==> src/rtl/core/mmf_pkg.sv <==
// Shared types, constants and helpers for the min/max FIFO.
`timescale 1ns / 1ps

package mmf_pkg;

    localparam int CAPACITY = 16;
    localparam int VALUE_W  = 32;
    localparam int IDX_W    = $clog2(CAPACITY);
    localparam int CNT_W    = $clog2(CAPACITY + 1);

    typedef logic signed [VALUE_W-1:0] value_t;
    typedef logic [IDX_W-1:0]          idx_t;
    typedef logic [CNT_W-1:0]          cnt_t;

    typedef enum logic {
        OP_PUSH = 1'b0,
        OP_POP  = 1'b1
    } op_t;

    typedef enum logic [1:0] {
        ST_DONE  = 2'd0,
        ST_FULL  = 2'd1,
        ST_EMPTY = 2'd2
    } status_t;

    typedef enum logic {
        T_IDLE,
        T_WAIT
    } top_state_t;

    typedef enum logic [1:0] {
        M_IDLE,
        M_PUSH_CMP,
        M_POP_CAP
    } mono_state_t;

    // command from the queue control to one monotonic store
    typedef struct packed {
        logic   push;
        logic   pop;
        value_t value;
    } mono_cmd_t;

    // status back from one monotonic store
    typedef struct packed {
        logic   busy;
        logic   nonempty;
        value_t front;
    } mono_stat_t;

    // circular index: (head + off) mod CAPACITY, off never above CAPACITY
    function automatic idx_t slot(idx_t head, cnt_t off);
        logic [CNT_W:0] sum;
        sum = (CNT_W+1)'(head) + (CNT_W+1)'(off);
        if (sum >= (CNT_W+1)'(CAPACITY))
        begin
            sum = sum - (CNT_W+1)'(CAPACITY);
        end
        return IDX_W'(sum);
    endfunction

endpackage

==> src/rtl/core/min_max_fifo.sv <==
// Top level of the min/max FIFO: queue control, queue memory and result register.
`timescale 1ns / 1ps

// A FIFO of 16 signed 32-bit words that reports, after every push or pop, the
// oldest word held, the smallest and largest words held, the occupancy and a
// status (done, push dropped because full, pop ignored because empty). With
// the queue empty, front, min and max read as zero. The queue and two
// monotonic stores (min candidates, max candidates) each live in a 16-entry
// RAM with one write port and one registered read port. One operation is
// handled at a time. A rejected operation, or a push into an empty queue,
// needs no compare or fetch; a pop fetches a new head from RAM when one
// remains. A push into a non-empty queue waits for the slower of the two
// monotonic stores: the back of each store is read and compared one entry
// per cycle through its single read port, so a store that drops k entries
// needs k + 1 compares, or only k when it drops every entry it held. The
// result sits in an output register, so the next word is taken while an
// earlier result waits. No clearing pass runs after reset.

module min_max_fifo (
    input  logic              clk,
    input  logic              rst_n,
    input  logic              in_valid,
    output logic              in_stall,
    input  logic              kind,
    input  mmf_pkg::value_t   value,
    output logic              out_valid,
    input  logic              out_stall,
    output mmf_pkg::value_t   front_value,
    output mmf_pkg::value_t   min_value,
    output mmf_pkg::value_t   max_value,
    output mmf_pkg::cnt_t     occupancy,
    output mmf_pkg::status_t  status
);
    import mmf_pkg::*;

    top_state_t state_reg, state_next;
    idx_t       head_reg, head_next;
    cnt_t       count_reg, count_next;
    value_t     front_reg, front_next;
    logic       front_pend_reg, front_pend_next;
    status_t    status_reg, status_next;

    // result register
    logic       out_valid_reg, out_valid_next;
    value_t     out_front_reg, out_front_next;
    value_t     out_min_reg, out_min_next;
    value_t     out_max_reg, out_max_next;
    cnt_t       out_occ_reg, out_occ_next;
    status_t    out_status_reg, out_status_next;

    logic       ram_we;
    idx_t       ram_waddr;
    value_t     ram_wdata;
    idx_t       ram_raddr;
    value_t     ram_rdata;

    mono_cmd_t  min_cmd, max_cmd;
    mono_stat_t min_stat, max_stat;

    mmf_ram #(
        .DEPTH (CAPACITY),
        .WIDTH (VALUE_W)
    ) u_queue_ram (
        .clk   (clk),
        .we    (ram_we),
        .waddr (ram_waddr),
        .wdata (ram_wdata),
        .raddr (ram_raddr),
        .rdata (ram_rdata)
    );

    mmf_mono u_min (
        .clk      (clk),
        .rst_n    (rst_n),
        .keep_min (1'b1),
        .cmd      (min_cmd),
        .stat     (min_stat)
    );

    mmf_mono u_max (
        .clk      (clk),
        .rst_n    (rst_n),
        .keep_min (1'b0),
        .cmd      (max_cmd),
        .stat     (max_stat)
    );

    always_comb
    begin
        state_next      = state_reg;
        head_next       = head_reg;
        count_next      = count_reg;
        front_next      = front_reg;
        front_pend_next = front_pend_reg;
        status_next     = status_reg;
        out_valid_next  = out_valid_reg && out_stall;
        out_front_next  = out_front_reg;
        out_min_next    = out_min_reg;
        out_max_next    = out_max_reg;
        out_occ_next    = out_occ_reg;
        out_status_next = out_status_reg;
        ram_we          = 1'b0;
        ram_waddr       = slot(head_reg, count_reg);
        ram_wdata       = value;
        ram_raddr       = slot(head_reg, CNT_W'(1));
        min_cmd         = '0;
        max_cmd         = '0;
        case (state_reg)
            T_IDLE:
            begin
                if (in_valid)
                begin
                    state_next  = T_WAIT;
                    status_next = ST_DONE;
                    if (kind == OP_PUSH)
                    begin
                        if (count_reg == CNT_W'(CAPACITY))
                        begin
                            status_next = ST_FULL;
                        end
                        else
                        begin
                            ram_we        = 1'b1;
                            count_next    = count_reg + CNT_W'(1);
                            if (count_reg == '0)
                            begin
                                front_next = value;
                            end
                            min_cmd.push  = 1'b1;
                            min_cmd.value = value;
                            max_cmd.push  = 1'b1;
                            max_cmd.value = value;
                        end
                    end
                    else
                    begin
                        if (count_reg == '0)
                        begin
                            status_next = ST_EMPTY;
                        end
                        else
                        begin
                            // old front leaves; fetch the next one if any
                            head_next       = slot(head_reg, CNT_W'(1));
                            count_next      = count_reg - CNT_W'(1);
                            front_pend_next = (count_reg > CNT_W'(1));
                            min_cmd.pop     = 1'b1;
                            min_cmd.value   = front_reg;
                            max_cmd.pop     = 1'b1;
                            max_cmd.value   = front_reg;
                        end
                    end
                end
            end
            T_WAIT:
            begin
                if (front_pend_reg)
                begin
                    front_next      = ram_rdata;
                    front_pend_next = 1'b0;
                end
                else if (!min_stat.busy && !max_stat.busy
                         && (!out_valid_reg || !out_stall))
                begin
                    out_valid_next  = 1'b1;
                    out_front_next  = (count_reg != '0) ? front_reg : '0;
                    out_min_next    = (count_reg != '0 && min_stat.nonempty)
                                      ? min_stat.front : '0;
                    out_max_next    = (count_reg != '0 && max_stat.nonempty)
                                      ? max_stat.front : '0;
                    out_occ_next    = count_reg;
                    out_status_next = status_reg;
                    state_next      = T_IDLE;
                end
            end
            default:
            begin
                state_next = T_IDLE;
            end
        endcase
    end

    always_ff @(posedge clk or negedge rst_n)
    begin
        if (!rst_n)
        begin
            state_reg      <= T_IDLE;
            head_reg       <= '0;
            count_reg      <= '0;
            front_pend_reg <= 1'b0;
            out_valid_reg  <= 1'b0;
        end
        else
        begin
            state_reg      <= state_next;
            head_reg       <= head_next;
            count_reg      <= count_next;
            front_pend_reg <= front_pend_next;
            out_valid_reg  <= out_valid_next;
        end
    end

    always_ff @(posedge clk)
    begin
        front_reg      <= front_next;
        status_reg     <= status_next;
        out_front_reg  <= out_front_next;
        out_min_reg    <= out_min_next;
        out_max_reg    <= out_max_next;
        out_occ_reg    <= out_occ_next;
        out_status_reg <= out_status_next;
    end

    assign in_stall    = (state_reg != T_IDLE);
    assign out_valid   = out_valid_reg;
    assign front_value = out_front_reg;
    assign min_value   = out_min_reg;
    assign max_value   = out_max_reg;
    assign occupancy   = out_occ_reg;
    assign status      = out_status_reg;

endmodule

==> src/rtl/core/mmf_ram.sv <==
// Simple dual-port RAM: one write port, one read port with registered data.
`timescale 1ns / 1ps

module mmf_ram #(
    parameter int DEPTH = 16,
    parameter int WIDTH = 32
) (
    input  logic                     clk,
    input  logic                     we,
    input  logic [$clog2(DEPTH)-1:0] waddr,
    input  logic [WIDTH-1:0]         wdata,
    input  logic [$clog2(DEPTH)-1:0] raddr,
    output logic [WIDTH-1:0]         rdata
);

    logic [WIDTH-1:0] mem [DEPTH];

    always_ff @(posedge clk)
    begin
        if (we)
        begin
            mem[waddr] <= wdata;
        end
    end

    always_ff @(posedge clk)
    begin
        rdata <= mem[raddr];
    end

endmodule

==> src/rtl/core/mmf_mono.sv <==
// Monotonic store engine: keeps the running minimum or maximum candidates.
`timescale 1ns / 1ps

module mmf_mono (
    input  logic               clk,
    input  logic               rst_n,
    input  logic               keep_min,
    input  mmf_pkg::mono_cmd_t cmd,
    output mmf_pkg::mono_stat_t stat
);
    import mmf_pkg::*;

    mono_state_t state_reg, state_next;
    idx_t        head_reg, head_next;
    cnt_t        count_reg, count_next;
    value_t      front_reg, front_next;
    value_t      val_reg, val_next;

    logic   ram_we;
    idx_t   ram_waddr;
    value_t ram_wdata;
    idx_t   ram_raddr;
    value_t ram_rdata;
    logic   drop;

    mmf_ram #(
        .DEPTH (CAPACITY),
        .WIDTH (VALUE_W)
    ) u_ram (
        .clk   (clk),
        .we    (ram_we),
        .waddr (ram_waddr),
        .wdata (ram_wdata),
        .raddr (ram_raddr),
        .rdata (ram_rdata)
    );

    // back entry leaves the store if it breaks the ordering with the new value
    assign drop = keep_min ? (ram_rdata > val_reg) : (ram_rdata < val_reg);

    always_comb
    begin
        state_next = state_reg;
        head_next  = head_reg;
        count_next = count_reg;
        front_next = front_reg;
        val_next   = val_reg;
        ram_we     = 1'b0;
        ram_waddr  = head_reg;
        ram_wdata  = val_reg;
        ram_raddr  = head_reg;
        case (state_reg)
            M_IDLE:
            begin
                if (cmd.push)
                begin
                    val_next = cmd.value;
                    if (count_reg == '0)
                    begin
                        ram_we     = 1'b1;
                        ram_wdata  = cmd.value;
                        count_next = CNT_W'(1);
                        front_next = cmd.value;
                    end
                    else
                    begin
                        ram_raddr  = slot(head_reg, count_reg - CNT_W'(1));
                        state_next = M_PUSH_CMP;
                    end
                end
                else if (cmd.pop)
                begin
                    if (count_reg != '0 && front_reg == cmd.value)
                    begin
                        head_next  = slot(head_reg, CNT_W'(1));
                        count_next = count_reg - CNT_W'(1);
                        if (count_reg > CNT_W'(1))
                        begin
                            ram_raddr  = slot(head_reg, CNT_W'(1));
                            state_next = M_POP_CAP;
                        end
                    end
                end
            end
            M_PUSH_CMP:
            begin
                if (drop)
                begin
                    if (count_reg == CNT_W'(1))
                    begin
                        // store empties: new value becomes the only entry
                        ram_we     = 1'b1;
                        ram_waddr  = head_reg;
                        front_next = val_reg;
                        state_next = M_IDLE;
                    end
                    else
                    begin
                        count_next = count_reg - CNT_W'(1);
                        ram_raddr  = slot(head_reg, count_reg - CNT_W'(2));
                    end
                end
                else
                begin
                    ram_we     = 1'b1;
                    ram_waddr  = slot(head_reg, count_reg);
                    count_next = count_reg + CNT_W'(1);
                    state_next = M_IDLE;
                end
            end
            M_POP_CAP:
            begin
                front_next = ram_rdata;
                state_next = M_IDLE;
            end
            default:
            begin
                state_next = M_IDLE;
            end
        endcase
    end

    always_ff @(posedge clk or negedge rst_n)
    begin
        if (!rst_n)
        begin
            state_reg <= M_IDLE;
            head_reg  <= '0;
            count_reg <= '0;
        end
        else
        begin
            state_reg <= state_next;
            head_reg  <= head_next;
            count_reg <= count_next;
        end
    end

    always_ff @(posedge clk)
    begin
        front_reg <= front_next;
        val_reg   <= val_next;
    end

    assign stat.busy     = (state_reg != M_IDLE);
    assign stat.nonempty = (count_reg != '0);
    assign stat.front    = front_reg;

endmodule

==> config.mk <==
export PLATFORM = sky130hd
export DESIGN_NAME = min_max_fifo
export DESIGN_NICKNAME = d
export VERILOG_FILES = /design/src/rtl/core/mmf_pkg.sv /design/src/rtl/core/min_max_fifo.sv /design/src/rtl/core/mmf_ram.sv /design/src/rtl/core/mmf_mono.sv
export SDC_FILE = /design/constraint.sdc
export NUM_CORES = 2
export LEC_CHECK = 0
export ABC_AREA = 1
export BUFFER_PORTS_ARGS = -buffer_cell sky130_fd_sc_hd__buf_2
export CORE_UTILIZATION = 35
export CTS_BUF_LIST = sky130_fd_sc_hd__clkbuf_2 sky130_fd_sc_hd__clkbuf_4 sky130_fd_sc_hd__clkbuf_8
export CTS_CLUSTER_DIAMETER = 200
export CTS_CLUSTER_SIZE = 40
export DETAILED_ROUTE_END_ITERATION = 8
export PLACE_DENSITY = 0.52
export SYNTH_ARGS = -nofsm -noshare
export SYNTH_HDL_FRONTEND = slang
export SYNTH_HIERARCHICAL = 1
export SYNTH_SLANG_ARGS = --single-unit
==> constraint.sdc <==
create_clock -name clk -period 20.4 [get_ports clk]
set_input_delay 4.08 -clock clk [delete_from_list [all_inputs] [get_ports clk]]
set_output_delay 4.08 -clock clk [all_outputs]
set_load 0.01 [all_outputs]
==> flow_summary.json <==
{
  "worst_pin_slew_ns": 1.32,
  "post_cts_buffers": 0,
  "timing.rr.end": "u_min/u_ram/rdata[14]",
  "die_w_um": 500,
  "layout_commonest_cell": "nand2_1",
  "async_flop_share_pct": 1.76,
  "io_pins": 142,
  "yosysSeqAreaShare_pct": 65.4,
  "worst_skew_pair.late_latency_ns": 1.00,
  "min_period_over_period_pct": 50.6,
  "ys_ff_latch": 1931,
  "antenna_left": 0,
  "cp.arrival_ns": 11.20,
  "row_count": 182,
  "cp_slowest_cell": "buf_4",
  "final_cell_mix": "2663 x nand2_1, 1801 x edfxtp_1, 1486 x inv_1",
  "dp_hpwl_um": 147000,
  "start_util_pct": 35.3,
  "cts_max_level": 2,
  "hp-start": "status_reg[1]",
  "cts_resized": 0,
  "gp_congestion": 0.880,
  "endpoint_kind": "flip-flop",
  "cts_made_buffers": 54,
  "slew_headroom_pct": 11.6,
  "die-area_um2": 250000,
  "cts_tree": "yes",
  "cpPeakStageDelay_ns": 0.83,
  "grt.total_usage_pct": 20.1,
  "fmax_ghz": 0.0969,
  "synth_top_area_share_pct": 62.2,
  "grt_max_degree": 183,
  "core_um2": 246000,
  "cpMostUsedCell": "nand2_1",
  "max_cap_violations": 0,
  "drt_iter0_drc": 5603,
  "viasPerCell": 4.84,
  "reg2regPathDepth": 27,
  "rsz0062_at_grt": "no",
  "cp_max_fo": 113,
  "status": "finished clean",
  "fin_skew_ns": 0.0863,
  "whs_ns": 0.463,
  "min_delay_worst_endpoint": "status[1]",
  "ys.flop_type": "edfxtp_1",
  "path_buf_inv": 6,
  "synth_top_cell_by_area": "edfxtp_1",
  "p_leak_nw": 38.7,
  "path_delay_family": "simple AND/OR/NAND/NOR gates",
  "clk_pin_slew_ns": 0.23,
  "grt_pass1_vias": 55200,
  "yosysWarnings": 6,
  "crit_type": "in2reg",
  "drtPass1Iterations": 6,
  "synth_area_per_cell_um2": 10.1,
  "slew_viol_final": 0,
  "drive_gt1_share_pct": 6.60,
  "synth_area_um2": 86900,
  "wirelength_um": 255000,
  "grt_first_pass_wirelength_um": 374000,
  "synth.distinct_cells": 56,
  "overflow": 0,
  "postCtsHoldBufs": 0,
  "fin_crit_ns": 10.32,
  "cts_max_path_buffers": 3,
  "finalSetupViolCount": 0,
  "num_vias": 57800,
  "synth_cells": 8606,
  "fin_nets": 8731,
  "syn_to_final_growth_pct": 6.15,
  "antenna_found_initial": 20,
  "r2r_slack_ns": 12.48,
  "critical_path_depth": 25,
  "power.density_nw_per_um2": 133,
  "fin_setup_tns_ns": 0,
  "placement.io_buffers": 141,
  "die_h_um": 500,
  "cts_root_buf": "clkbuf_8",
  "hold_path.class": "reg2reg",
  "peakVddDrop_v": 0.000130,
  "worstSetupStartpointType": "primary input",
  "synthTopCellsByArea": "edfxtp_1 62%, nand2_1 12%, nand3_1 7.3%",
  "synth_edf_count": 1801,
  "route.detailed.drc": 0,
  "top_regs": "u_max/u_ram/mem: 512 flops, u_min/u_ram/mem: 512 flops, u_queue_ram/mem: 512 flops",
  "hold_viol": 0,
  "worstReg2RegStart": "count_reg[1]",
  "crit_required_ns": 21.29,
  "min_path_cells": 0,
  "cts.sinks": 1931,
  "wl_per_cell_um": 21.4
}
-- report_power, final --
part | switching [mW] | internal, mW
clock network | 1.13 | 0.338
logic | 4.04 | 1.50
registers | 0.335 | 4.94
total | 5.50 | 6.77
-- routing by layer --
metal | track usage (%) | share of wire (%) | wire length (um)
met4 | 7.99 | 4.3 | 10900
met1 | 27.0 | 43 | 111000
met5 | 0 | 0.039 | 100
met3 | 1.85 | 4.8 | 12400
met2 | 33.4 | 47 | 121000
-- worst max-delay path by stage --
stage	from	to	slack, ns
after detailed placement	kind	u_min/u_ram/rdata[4]	9.36
final	kind	u_min/u_ram/rdata[14]	10.08
after global placement	kind	u_min/u_ram/rdata[1]	9.49
after floorplan	out_stall	front_value[0]	10.82
after global routing	kind	u_min/u_ram/rdata[2]	9.56
after CTS	kind	u_min/u_ram/rdata[1]	10.42
-- synthesized netlist by cell type (9+ instances only) --
master / number
nand2_2: 14
nand3b_1: 9
inv_2: 13
nand3_1: 1263
o21ai_0: 215
dfrtp_1: 34
clkbuf_1: 82
a31oi_1: 10
xnor2_1: 41
buf_6: 90
ha_1: 109
buf_4: 25
o21ai_1: 15
nand2_1: 2665
or2_2: 11
inv_1: 1493
buf_1: 54
xor2_1: 32
dfxtp_1: 96
a21oi_1: 79
buf_2: 141
nor2_1: 202
edfxtp_1: 1801
nand4_1: 27
-- logic make-up (layout without fill, tap and decap cells) --
| group | after synthesis | after routing | synth area share, % |
|---|---|---|---|
| compound gates | 343 | 343 | 2.10 |
| xor+xnor | 73 | 73 | 0.735 |
| fa+ha+maj | 116 | 116 | 1.73 |
| buf+inv | 1905 | 1921 | 9.38 |
| flops | 1931 | 1931 | 65.4 |
| mux | 1 | 1 | 0.0115 |
| other cells | 2 | 10 | 0.00864 |
| simple gates | 4235 | 4235 | 20.6 |
-- worst register-to-register path, delay by kind of cell (launching register included) --
family        cells  cell delay (ns)
fa+ha+maj         1             0.32
flops             1             0.66
simple gates     19             3.05
buf+inv           6             3.67
xor+xnor          1             0.13
-- per-stage QoR --
stage	cells	cell area [um2]	setup slack [ns]	power (mW)	utilization (%)
floorplan	8608	86900	10.82	9.05	-
global placement	11800	91100	9.49	10.9	37.0
detailed placement	11800	91100	9.36	10.9	37.0
CTS	11900	92300	10.42	12.3	37.4
global route	11900	92300	9.56	13.0	37.5
finish	11900	92300	10.08	12.3	37.5
-- area by class of cell --
cell class	count	area, um2
timing repair buffer	309	1980
inverter	1510	5700
tap	3312	4140
fill	24500	154000
antenna	6	15.0
clock buffer	98	1080
sequential	1931	56900
clock inverter	4	57.6
multi-input combinational	4772	22500
Power figures use the tool's default switching activity.
